===== src/rtl/core/kfh_pkg.sv =====
// ----------------------------------------------------------------------------
// kfh_pkg - keyframe Hermite interpolator shared definitions
// Widths, codes, sequencer states and helpers shared by the interpolator files.
// ----------------------------------------------------------------------------
package kfh_pkg;

   localparam int MAX_KEYS_DEF = 64;
   localparam int KEY_W        = 32;   // Q16.16 time and value
   localparam int SLOT_W       = 6;
   localparam int CFG_W        = 7;
   localparam int FRAC_W       = 16;
   localparam int ACC_W        = 40;   // Horner accumulator
   localparam int TFR_W        = FRAC_W + 1;
   localparam int PROD_W       = ACC_W + TFR_W;
   localparam int DIV_STEPS    = FRAC_W + 1;
   localparam int DIV_CNT_W    = $clog2(DIV_STEPS);
   localparam int REQ_TDATA_W  = 104;
   localparam int RSP_TDATA_W  = 32;
   localparam int KIND_W       = 2;

   localparam logic signed [ACC_W-1:0] ONE_Q   = ACC_W'(65536);
   localparam logic signed [PROD_W-1:0] HALF_Q = PROD_W'(32768);

   // request type
   localparam logic REQ_WRITE = 1'b0;
   localparam logic REQ_QUERY = 1'b1;

   // result kind
   localparam logic [KIND_W-1:0] KIND_WRITE  = 2'd0;
   localparam logic [KIND_W-1:0] KIND_INTERP = 2'd1;
   localparam logic [KIND_W-1:0] KIND_FIRST  = 2'd2;
   localparam logic [KIND_W-1:0] KIND_LAST   = 2'd3;

   // Horner step addends
   localparam logic [1:0] POLY_C2  = 2'd0;
   localparam logic [1:0] POLY_ONE = 2'd1;
   localparam logic [1:0] POLY_V0  = 2'd2;

   typedef enum logic [3:0] {
      S_IDLE,
      S_RD_FIRST,
      S_CHK_FIRST,
      S_CHK_LAST,
      S_SEARCH,
      S_DIV_SETUP,
      S_DIV,
      S_POLY_LOAD,
      S_POLY_MUL,
      S_POLY_RND,
      S_DONE
   } state_type;

   typedef struct packed {
      logic busy;
      logic done;
   } div_stat_type;

   function automatic logic signed [KEY_W-1:0] sat_key(input logic signed [ACC_W-1:0] x);
      logic signed [ACC_W-1:0] hi;
      logic signed [ACC_W-1:0] lo;
      hi = ACC_W'(64'sh7FFF_FFFF);
      lo = -ACC_W'(64'sh8000_0000);
      if (x > hi) begin
         return KEY_W'(hi);
      end else if (x < lo) begin
         return KEY_W'(lo);
      end
      return x[KEY_W-1:0];
   endfunction

endpackage


===== src/rtl/core/kfh_div.sv =====
// ----------------------------------------------------------------------------
// kfh_div - fraction divider
// Restoring divider, one quotient bit per cycle: quot = floor(num * 2^16 / den)
// for 0 < num <= den, so the quotient fits in 17 bits.
// ----------------------------------------------------------------------------
module kfh_div (
   input  logic                          clock,
   input  logic                          reset,
   input  logic                          start,
   input  logic [kfh_pkg::KEY_W-1:0]     num,
   input  logic [kfh_pkg::KEY_W-1:0]     den,
   output logic [kfh_pkg::TFR_W-1:0]     quot,
   output kfh_pkg::div_stat_type         stat
);

   logic [kfh_pkg::KEY_W:0]           rem_ff, rem_in;
   logic [kfh_pkg::KEY_W-1:0]         den_ff;
   logic [kfh_pkg::TFR_W-1:0]         quot_ff, quot_in;
   logic [kfh_pkg::DIV_CNT_W-1:0]     cnt_ff;
   logic                              busy_ff, done_ff;
   logic                              ge;
   logic [kfh_pkg::KEY_W:0]           diff;

   always_comb begin
      ge      = rem_ff >= {1'b0, den_ff};
      diff    = rem_ff - {1'b0, den_ff};
      // remainder stays below den, so doubling fits in KEY_W+1 bits
      rem_in  = ge ? {diff[kfh_pkg::KEY_W-1:0], 1'b0} : {rem_ff[kfh_pkg::KEY_W-1:0], 1'b0};
      quot_in = {quot_ff[kfh_pkg::TFR_W-2:0], ge};
   end

   always_ff @(posedge clock) begin
      if (reset) begin
         busy_ff <= 1'b0;
         done_ff <= 1'b0;
         cnt_ff  <= '0;
      end else begin
         done_ff <= 1'b0;
         if (start) begin
            busy_ff <= 1'b1;
            cnt_ff  <= '0;
         end else if (busy_ff) begin
            cnt_ff <= cnt_ff + 1'b1;
            if (cnt_ff == kfh_pkg::DIV_CNT_W'(kfh_pkg::DIV_STEPS - 1)) begin
               busy_ff <= 1'b0;
               done_ff <= 1'b1;
            end
         end
      end
   end

   always_ff @(posedge clock) begin
      if (start) begin
         rem_ff  <= {1'b0, num};
         den_ff  <= den;
         quot_ff <= '0;
      end else if (busy_ff) begin
         rem_ff  <= rem_in;
         quot_ff <= quot_in;
      end
   end

   assign quot      = quot_ff;
   assign stat.busy = busy_ff;
   assign stat.done = done_ff;

endmodule


===== config.mk =====
export PLATFORM = sky130hd
export DESIGN_NAME = kfh_div
export DESIGN_NICKNAME = d
export VERILOG_FILES = /design/src/rtl/core/kfh_pkg.sv /design/src/rtl/core/kfh_div.sv
export SDC_FILE = /design/constraint.sdc
export NUM_CORES = 1
export LEC_CHECK = 0
export ABC_CLOCK_PERIOD_IN_PS = 3580
export BUFFER_PORTS_ARGS = -buffer_cell sky130_fd_sc_hd__buf_2
export CORE_MARGIN = 2
export CORE_UTILIZATION = 40
export DETAILED_ROUTE_END_ITERATION = 12
export GPL_ROUTABILITY_DRIVEN = 0
export HOLD_SLACK_MARGIN = 0.03
export SYNTH_ARGS = -nofsm -noshare
export SYNTH_HDL_FRONTEND = slang
export SYNTH_SLANG_ARGS = --single-unit
export TNS_END_PERCENT = 100

===== constraint.sdc =====
create_clock -name clock -period 3.58 [get_ports clock]
set_clock_uncertainty 0.1 [all_clocks]
set_input_delay 0.358 -clock clock [delete_from_list [all_inputs] [get_ports clock]]
set_output_delay 0.358 -clock clock [all_outputs]
set_load 0.02 [all_outputs]

==> results of run 1 <==
[flip-flops by register name, summed over array words and instances (netlist names)]
| register | cells |
|---|---|
| busy_ff | 1 |
| den_ff | 32 |
| cnt_ff | 5 |
| rem_ff | 33 |
| quot | 17 |
| done_ff | 1 |
[worst reg2reg max path, delay by kind of cell (launching register included)]
family | cells | cell delay [ns]
compound gates | 7 | 1.68
flops | 1 | 0.43
fa+ha+maj | 1 | 0.39
buf+inv | 1 | 0.21
simple gates | 1 | 0.12
[cells by family after synthesis]
kind of cell | count (synthesis)
AOI/OAI and AO/OA | 160
xor gates and xnor gates | 22
muxes | 18
adders and majority gates | 35
DFF | 89
and+or+nand+nor | 158
buffers and inverters | 86
[where the power goes]
part | total, uW | switching [uW] | internal (uW)
clock network | 989 | 454 | 534
registers | 1360 | 75.6 | 1280
logic | 1720 | 1020 | 703
total | 4070 | 1550 | 2520
[layout by cell type (no fill, tap or decap), drive strengths merged, types with 7 or more instances in the layout]
cell and n:
nor2b 7, nor2 44, inv 57, ha 34
edfxtp 64, a21oi 52, nor3 13, a21o 7
xnor2 11, o21ai 23, a2bb2oi 20, mux2i 18
nand4 12, dfxtp 25, buf 92, nand2 37
clkbuf 10, nand3 12, xor2 11
[layer usage]
layer | vias to the layer above | track usage | part of all wire
met2 | 105 | 0.268 | 0.46
met5 | - | 0 | 0
li1 | 2223 | - | -
met3 | 13 | 0.0387 | 0.050
met1 | 2135 | 0.245 | 0.48
met4 | 0 | 0.0611 | 0.016
[layout make-up]
type	instances	area (um^2)	area share
Multi-Input combinational cell	393	2880	0.441
Sequential cell	89	2420	0.370
Timing Repair Buffer	92	493	0.0754
Clock buffer	10	250	0.0383
Tap cell	180	225	0.0344
Inverter	54	203	0.0310
Clock inverter	6	62.6	0.00957
[per-stage QoR]
step	power, uW	area (um^2)
2_1_floorplan	2740	5690
3_3_place_gp	3070	6230
3_5_place_dp	3090	6230
4_1_cts	4090	6540
5_1_grt	4330	6540
6_report	4070	6540
[worst min path at each step]
| stage | endpoint | slack, ns | cells after the start |
|---|---|---|---|
| after floorplan | busy_ff | 0.33 | 1 |
| after global placement | quot[16] | 0.37 | 2 |
| after detailed placement | quot[16] | 0.38 | 2 |
| after CTS | den_ff[3] | 0.06 | 1 |
| after global routing | den_ff[21] | 0.06 | 1 |
| final | den_ff[3] | 0.07 | 1 |
==> Implementation_results.wiki, run 1 <==
{| class="wikitable"
! Metric !! Value
|-
| Antenna Diode Count || 0
|-
| Die outline height || 123 um
|-
| Antenna violations before repair || 0
|-
| Maximum vdd drop || 0.000256 V
|-
| Dpl hpwl || 9310 um
|-
| Number of standard-cell rows in the floorplan || 43
|-
| Largest fanout on the critical path || 39
|-
| Effective utilization at floorplan || 0.410
|-
| Main combinational cell family by area after synthesis || compound AO/OA/AOI/OAI gates
|-
| Largest stage delay on the critical path || 0.43 ns
|-
| Antenna-violating nets left || 0
|-
| Required time of the worst setup path || 3.58 ns
|-
| Maximum clock frequency || 315 MHz
|-
| Hold Slack || 0.0699 ns
|-
| Critical Path Start Type || register
|-
| Period Utilization, post-route || 0.886
|-
| Cell type with the highest aggregate area in the netlist || edfxtp_1
|-
| Async S/R FF share, synth || 0
|-
| Worst setup slack after placement || 0.396 ns
|-
| Drt initial violations || 336
|-
| Core footprint || 13900 um^2
|-
| Critical Path Sink || rem_ff[27]
|-
| Final wirelength || 13000 um
|-
| Beginning of the critical path || rem_ff[6]
|-
| Synthesized flop and latch total || 89
|-
| Clk Latency, worst-skew pair || between 0.3 and 0.4 ns
|-
| Area growth from synthesis to final layout || 14.9%
|-
| Reg2Reg Depth || 10
|-
| Clock tree from TritonCTS || yes
|-
| Router iterations before antenna repair || 7
|-
| Worst-path clk slew || roughly 0.08 ns
|-
| Adder and majority cell fraction of the synthesized area || 0.0783
|-
| RSZ-0062 raised after global routing || no
|-
| Fraction of synthesized area in multiplexers || 0.0317
|-
| Drc violations || 0
|-
| Sinks on Clock Net || 89
|-
| Cell with the most instances after synthesis || edfxtp_1
|-
| Number of setup buffers added after CTS || 0
|-
| Flop2flop setup slack || 0.41 ns
|-
| Area enclosed by the die boundary || 15200 um^2
|-
| Worst hold start || den[3]
|-
| Predominant post-synthesis flop cell || edfxtp_1
|-
| Final setup TNS || 0 ns
|-
| Cell Count Post-Placement || 808
|-
| Total stage count of the critical path || 10
|-
| Number of synthesized flops with an enable pin || between 60 and 70
|-
| Normalized max-slew margin || 0.451
|-
| Horiz. Die Dim || approximately 120 um
|-
| Transition time at the pin with the least slew margin || 0.821 ns
|-
| Leading cell types by count after synthesis || edfxtp_1 (64), inv_1 (52), nor2_1 (44)
|-
| Netlist Area Pre-Place || 5690 um^2
|-
| Total routing usage reported by global routing || 0.175
|-
| I/O pin cnt || 86
|-
| Layout cells sized above 1 || 0.230
|-
| Pins Over Slew Limit || 0
|-
| Cell with the biggest individual delay on the critical path || edfxtp_1
|-
| RR Endpoint || rem_ff[27]
|-
| First-pass GRT wire length || 20900 um
|-
| Share of Yosys cell area claimed by the top area cell type || 0.338
|-
| Fraction of synthesized cell area in xor and xnor cells || 0.0339
|-
| Average cell area after synthesis || between 10 and 15 um^2
|-
| Power Dens Cells || 622 nW/um^2
|-
| Share of synthesized cell area in and, or, nand and nor gates || 0.140
|-
| Category of the critical setup timing path || register to register
|-
| Count of distinct cell types in the synthesized netlist || 71
|-
| Final instance count without filler cells || roughly 820
|-
| Number of cells upsized or downsized after cts || 0
|-
| Setup WS post-layout || 0.407 ns
|-
| Remaining global-route overflow || 0
|-
| Number of hold-slack violations in the final timing report || 0
|-
| Total number of vias || 4476
|-
| Routed vias/inst || between 5 and 6
|-
| Clock root buffer || clkbuf_16
|-
| Number of nets in the finished design || 741
|-
| Nature of the critical path endpoint || register
|-
| Final worst path period need || 3.17 ns
|-
| Total buffers and inverters traversed by the critical path || 1
|-
| Hold bufs inserted after CTS || 0
|-
| Reg-to-reg startpoint || rem_ff[6]
|-
| Sequential area share after synthesis || 0.426
|-
| Worst path arrival time || ~3.2 ns
|-
| Number of warnings printed during yosys synthesis || 0
|-
| Class of the worst hold path || input port to register
|-
| Final-report setup violation count || 0
|-
| Number of H-tree levels || 3
|-
| Complex-gate fraction of the synthesized area || 0.221
|-
| Cell-by-cell listing of the critical path || ha_1 > a21oi_1 > o21ai_1 > a221oi_1 > a21boi_4 > o31ai_4 > a31oi_4 > buf_12 > a2111oi_0 > nor3b_1
|-
| Leak || 0.00272 uW
|-
| Instance count of the mapped netlist || 568
|-
| Count of filler cells inserted in the layout || 1333
|-
| Result of the run || completed
|-
| Routed wire per std cell || about 16 um
|-
| Top delay family on crit path || compound AO/OA/AOI/OAI gates
|-
| Utilization after layout || 0.471
|-
| Number of violations of the max-capacitance limit || 0
|-
| Clock buffer count from CTS || 9
|-
| Number of buffers on the longest clock path || 2
|-
| Via count of the first global-routing pass || 4291
|-
| Largest net degree at the start of global routing || 57
|-
| Number of nets in the synthesized netlist || 670
|-
| Ranking of synthesized cells by area || edfxtp_1 (34%), dfxtp_1 (8.8%), ha_1 (7.5%)
|-
| Quantity of I/O buffers inserted on ports || 85
|}
Power figures use the tool's default switching activity.
==> run 2: changes to the inputs <==
PLACE_DENSITY = 0.55   (was unset)
==> Implementation_results.wiki, run 2 (synthesis gave the netlist of run 1 again) <==
{| class="wikitable"
! Metric !! Value
|-
| Antenna violations before repair || 0
|-
| Worst hold start || reset
|-
| Hold bufs inserted after CTS || 0
|-
| Area growth from synthesis to final layout || 15.7%
|-
| Core footprint || 13900 um^2
|-
| Drc violations || 0
|-
| Largest net degree at the start of global routing || between 50 and 60
|-
| Most common library cell in the layout ignoring fill and taps || buf_2
|-
| First-pass GRT wire length || 21300 um
|-
| Total number of vias || 4406
|-
| Clock tree from TritonCTS || yes
|-
| Result of the run || completed
|-
| Number of buffers on the longest clock path || 2
|-
| Pins Over Slew Limit || 0
|-
| Transition time at the pin with the least slew margin || ~0.62 ns
|-
| Nature of the critical path endpoint || register
|-
| Number of setup buffers added after CTS || 0
|-
| Critical Path Start Type || register
|-
| Count of filler cells inserted in the layout || 1366
|-
| Reg-to-reg startpoint || rem_ff[9]
|-
| Worst setup slack after placement || 0.388 ns
|-
| Final-report setup violation count || 0
|-
| Horiz. Die Dim || 123 um
|-
| Drt initial violations || 263
|-
| Worst path arrival time || 3.20 ns
|-
| Area enclosed by the die boundary || approximately 15000 um^2
|-
| Routed vias/inst || 5.31
|-
| Sinks on Clock Net || 89
|-
| Final worst path period need || 3.19 ns
|-
| Total routing usage reported by global routing || 0.179
|-
| Beginning of the critical path || rem_ff[9]
|-
| Number of standard-cell rows in the floorplan || 43
|-
| Routed wire per std cell || roughly 16 um
|-
| Largest fanout on the critical path || 19
|-
| Number of nets in the finished design || 746
|-
| Remaining global-route overflow || 0
|-
| Normalized max-slew margin || 0.585
|-
| Category of the critical setup timing path || register to register
|-
| Antenna-violating nets left || 0
|-
| Maximum vdd drop || approximately 0.00033 V
|-
| Number of violations of the max-capacitance limit || 0
|-
| Class of the worst hold path || input port to register
|-
| Power Dens Cells || ~620 nW/um^2
|-
| Quantity of I/O buffers inserted on ports || 85
|-
| Final setup TNS || 0 ns
|-
| Reg with most FFs || rem_ff
|-
| Clock buffer count from CTS || 9
|-
| Maximum clock frequency || ~310 MHz
|-
| Router iterations before antenna repair || 4
|-
| Worst-path clk slew || 0.07 ns
|-
| Max FFs per register || 33
|-
| Effective utilization at floorplan || 0.410
|-
| Number of cells upsized or downsized after cts || 0
|-
| Dpl hpwl || 9690 um
|-
| Setup WS post-layout || between 0.3 and 0.4 ns
|-
| Clk Latency, worst-skew pair || 0.36 ns
|-
| RSZ-0062 raised after global routing || no
|-
| Via count of the first global-routing pass || 4381
|-
| Leading cell types in the layout, fill and taps excluded || buf_2 (84), edfxtp_1 (64), inv_1 (52), nor2_1 (44), a21oi_1 (42)
|-
| Clock root buffer || clkbuf_16
|-
| Number of hold-slack violations in the final timing report || 0
|-
| I/O pin cnt || 86
|-
| Required time of the worst setup path || 3.59 ns
|-
| Layout cells sized above 1 || 0.236
|-
| Final wirelength || 13000 um
|-
| Die outline height || 123 um
|-
| Antenna Diode Count || 0
|-
| Number of H-tree levels || 3
|-
| Period Utilization, post-route || 0.891
|-
| Leak || 0.00275 uW
|}
run 2: cell types whose count changed in the layout (fill, tap and decap cells not counted):
cell	previous run	this run
inv_6	4	2
inv_8	1	0
buf_12	1	2
inv_4	0	1
clkinv_8	1	0
clkinv_4	0	2
buf_4	7	11
clkbuf_8	0	1
run 2: where the power goes:
part / internal (uW) / switching, uW
Sequential: 1280 / 77.7
Combinational: 733 / 1020
Clock: 540 / 433
Total: 2550 / 1530
run 2: layout make-up:
cell class,count,area [um^2],area share
Timing Repair Buffer,97,543,0.0825
Clock inverter,5,41.3,0.00627
Sequential cell,89,2420,0.368
Clock buffer,11,264,0.0401
Inverter,54,203,0.0308
Tap cell,180,225,0.0342
Multi-Input combinational cell,393,2880,0.438
run 2: through the flow:
step           utilization  instance area [um^2]  power (uW)  instances  hold slack [ns]
2_1_floorplan            -                  5690        2740        568            0.330
3_3_place_gp         0.452                  6280        3110        813            0.369
3_5_place_dp         0.452                  6280        3130        813            0.384
4_1_cts              0.474                  6580        4120        829           0.0397
5_1_grt              0.474                  6580        4370        829           0.0508
6_report             0.474                  6580        4090        829           0.0513
run 2: path summary, 6_finish.rpt:
kind	end	slack, ns	depth (start not counted)
hold reg to reg	quot[16]	0.39	2
setup reg to reg	rem_ff[1]	0.39	10
setup / recovery	rem_ff[1]	0.39	10
hold / removal	busy_ff	0.05	2
run 2: critical path, stage by stage (launching register included):
cell and delay (ns):
edfxtp_1 0.42, ha_1 0.39, and2_1 0.20, and3_1 0.18, a221oi_1 0.27, a21boi_4 0.34
o31ai_4 0.14, a31oi_4 0.44, buf_12 0.23, nor2_1 0.06, o22a_1 0.17
run 2: layer usage:
layer | vias to the layer above | GRT usage | share of wire
met3 | 16 | 0.0355 | 0.039
met2 | 89 | 0.273 | 0.45
met4 | 0 | 0.0661 | 0.016
met1 | 2071 | 0.250 | 0.50
li1 | 2230 | - | -
met5 | - | 0 | 0
==> run 3: changes to the inputs <==
RECOVER_POWER = 25   (was unset)
SLEW_MARGIN = 20   (was unset)
==> Implementation_results.wiki, run 3 (synthesis gave the netlist of run 1 again) <==
{| class="wikitable"
! Metric !! Value
|-
| Result of the run || complete, but fails checks
|-
| Failing checks || max-capacitance violations, max-slew violations
|-
| Class of the worst hold path || input port to register
|-
| Quantity of I/O buffers inserted on ports || between 80 and 90
|-
| Total area of multi-input combinational cells || approximately 2900 um^2
|-
| Final worst path period need || 3.24 ns
|-
| First-pass GRT wire length || around 21000 um
|-
| Utilization after layout || 0.473
|-
| Transition time at the pin with the least slew margin || between 1.5 and 2 ns
|-
| Leading cell types in the layout, fill and taps excluded || buf_2 (83), edfxtp_1 (64), inv_1 (52), nor2_1 (44), a21oi_1 (42)
|-
| Dpl hpwl || 9690 um
|-
| RR Endpoint || rem_ff[11]
|-
| Router iterations before antenna repair || 4
|-
| Largest stage delay on the critical path || 0.44 ns
|-
| Area enclosed by the die boundary || 15200 um^2
|-
| Reg-to-reg startpoint || rem_ff[9]
|-
| Remaining global-route overflow || 0
|-
| Maximum vdd drop || 0.000331 V
|-
| Max FFs per register || 33
|-
| Number of standard-cell rows in the floorplan || 43
|-
| Register cell area after layout || 2420 um^2
|-
| Hold bufs inserted after CTS || 0
|-
| Total number of vias || 4405
|-
| Number of hold-slack violations in the final timing report || 0
|-
| RSZ-0062 raised after global routing || no
|-
| Number of setup buffers added after CTS || 0
|-
| Cell-by-cell listing of the critical path || ha_1 > and2_1 > and3_1 > a221oi_1 > a21boi_4 > o31ai_4 > a31oi_4 > buf_12 > a2111oi_0 > nor3b_1
|-
| Pins Over Slew Limit || 36
|-
| Effective utilization at floorplan || 0.410
|-
| I/O pin cnt || 86
|-
| Standard cell area after detailed placement || 6280 um^2
|-
| Flop2flop setup slack || 0.34 ns
|-
| Normalized max-slew margin || -0.309
|-
| Clk Latency, worst-skew pair || ~0.36 ns
|-
| Number of violations of the max-capacitance limit || 1
|-
| Critical Path Start Type || register
|-
| Drc violations || 0
|-
| Final setup TNS || 0 ns
|-
| Most common library cell in the layout ignoring fill and taps || buf_2
|-
| Category of the critical setup timing path || register to register
|-
| Top delay family on crit path || compound AO/OA/AOI/OAI gates
|-
| Count of filler cells inserted in the layout || 1366
|-
| Routed wire per std cell || 15.7 um
|-
| Total buffers and inverters traversed by the critical path || 1
|-
| Antenna violations before repair || 0
|-
| Core footprint || 13900 um^2
|-
| Horiz. Die Dim || 123 um
|-
| Antenna Diode Count || 0
|-
| Final-report setup violation count || 0
|-
| Worst path arrival time || 3.33 ns
|-
| WHS Endpoint || busy_ff
|-
| Reg2Reg Depth || 10
|-
| Cell depth of the worst hold path || 2
|-
| Power Dens Cells || 622 nW/um^2
|-
| Leak || 0.00274 uW
|-
| Number of nets in the finished design || 746
|-
| Largest net degree at the start of global routing || 58
|-
| Total routing usage reported by global routing || 0.179
|-
| Worst-path clk slew || 0.07 ns
|-
| Number of buffers on the longest clock path || 2
|-
| Layout cells sized above 1 || 0.231
|-
| Drt initial violations || 263
|-
| Period Utilization, post-route || 0.904
|-
| Clock buffer count from CTS || 9
|-
| Clock root buffer || clkbuf_16
|-
| Sinks on Clock Net || 89
|-
| Number of cells upsized or downsized after cts || 0
|-
| Maximum clock frequency || a little over 300 MHz
|-
| Worst setup slack after placement || between 0.3 and 0.4 ns
|-
| Post-route total power || 4090 uW
|-
| Antenna-violating nets left || 0
|-
| Cell with the biggest individual delay on the critical path || a31oi_4
|-
| Final std cell area, no fill || around 6600 um^2
|-
| Worst hold start || reset
|-
| Required time of the worst setup path || 3.68 ns
|-
| Final wirelength || between 10000 and 15000 um
|-
| Number of H-tree levels || 3
|-
| Die outline height || 123 um
|-
| Area growth from synthesis to final layout || 15.5%
|-
| Setup WS post-layout || ~0.34 ns
|-
| Reg with most FFs || rem_ff
|-
| Routed vias/inst || 5.31
|-
| Via count of the first global-routing pass || 4381
|-
| Largest fanout on the critical path || 19
|-
| Nature of the critical path endpoint || register
|-
| Clock tree from TritonCTS || yes
|}
-- run 3: cell count changes in the layout (fill, tap and decap cells not counted) --
cell	change
buf_2	-1
buf_4	-2
clkbuf_1	+3
-- run 3: metal layers --
| metal | global-route usage | wire, um | up-vias |
|---|---|---|---|
| li1 | - | - | 2230 |
| met3 | 0.0355 | 517 | 16 |
| met1 | 0.250 | 6480 | 2070 |
| met2 | 0.273 | 5830 | 89 |
| met5 | 0 | 0 | - |
| met4 | 0.0661 | 210 | 0 |
-- run 3: final cells by class --
type / count / share of cell area
Clock buffer: 11 / 0.0402
Clock inverter: 5 / 0.00628
Inverter: 54 / 0.0308
Multi-Input combinational cell: 393 / 0.439
Sequential cell: 89 / 0.369
Tap cell: 180 / 0.0343
Timing Repair Buffer: 97 / 0.0813
-- run 3: worst max-delay path by stage --
stage,start,to,slack (ns),cells past startpoint
global route,rem_ff[0],rem_ff[27],0.09,12
detailed placement,rem_ff[9],rem_ff[11],0.39,10
finish,rem_ff[9],rem_ff[11],0.34,10
global placement,rem_ff[1],rem_ff[11],0.46,10
CTS,rem_ff[9],rem_ff[1],0.37,10
floorplan,rem_ff[9],rem_ff[29],0.81,10
-- run 3: metrics by stage --
step	hold WS, ns	instances
after floorplan	0.330	568
after global placement	0.369	813
after detailed placement	0.384	813
after CTS	0.0397	829
after global routing	0.0508	829
final	0.0513	829
-- run 3: power by group --
part	internal (uW)	switching (uW)
Combinational	732	1020
Sequential	1280	77.7
Clock	540	433
-- run 3: worst register-to-register path: stages, from the launching register on --
cell and delay, ns:
edfxtp_1 0.42, ha_1 0.39, and2_1 0.20, and3_1 0.18
a221oi_1 0.27, a21boi_4 0.34, o31ai_4 0.15, a31oi_4 0.44
buf_12 0.24, a2111oi_0 0.09, nor3b_1 0.27
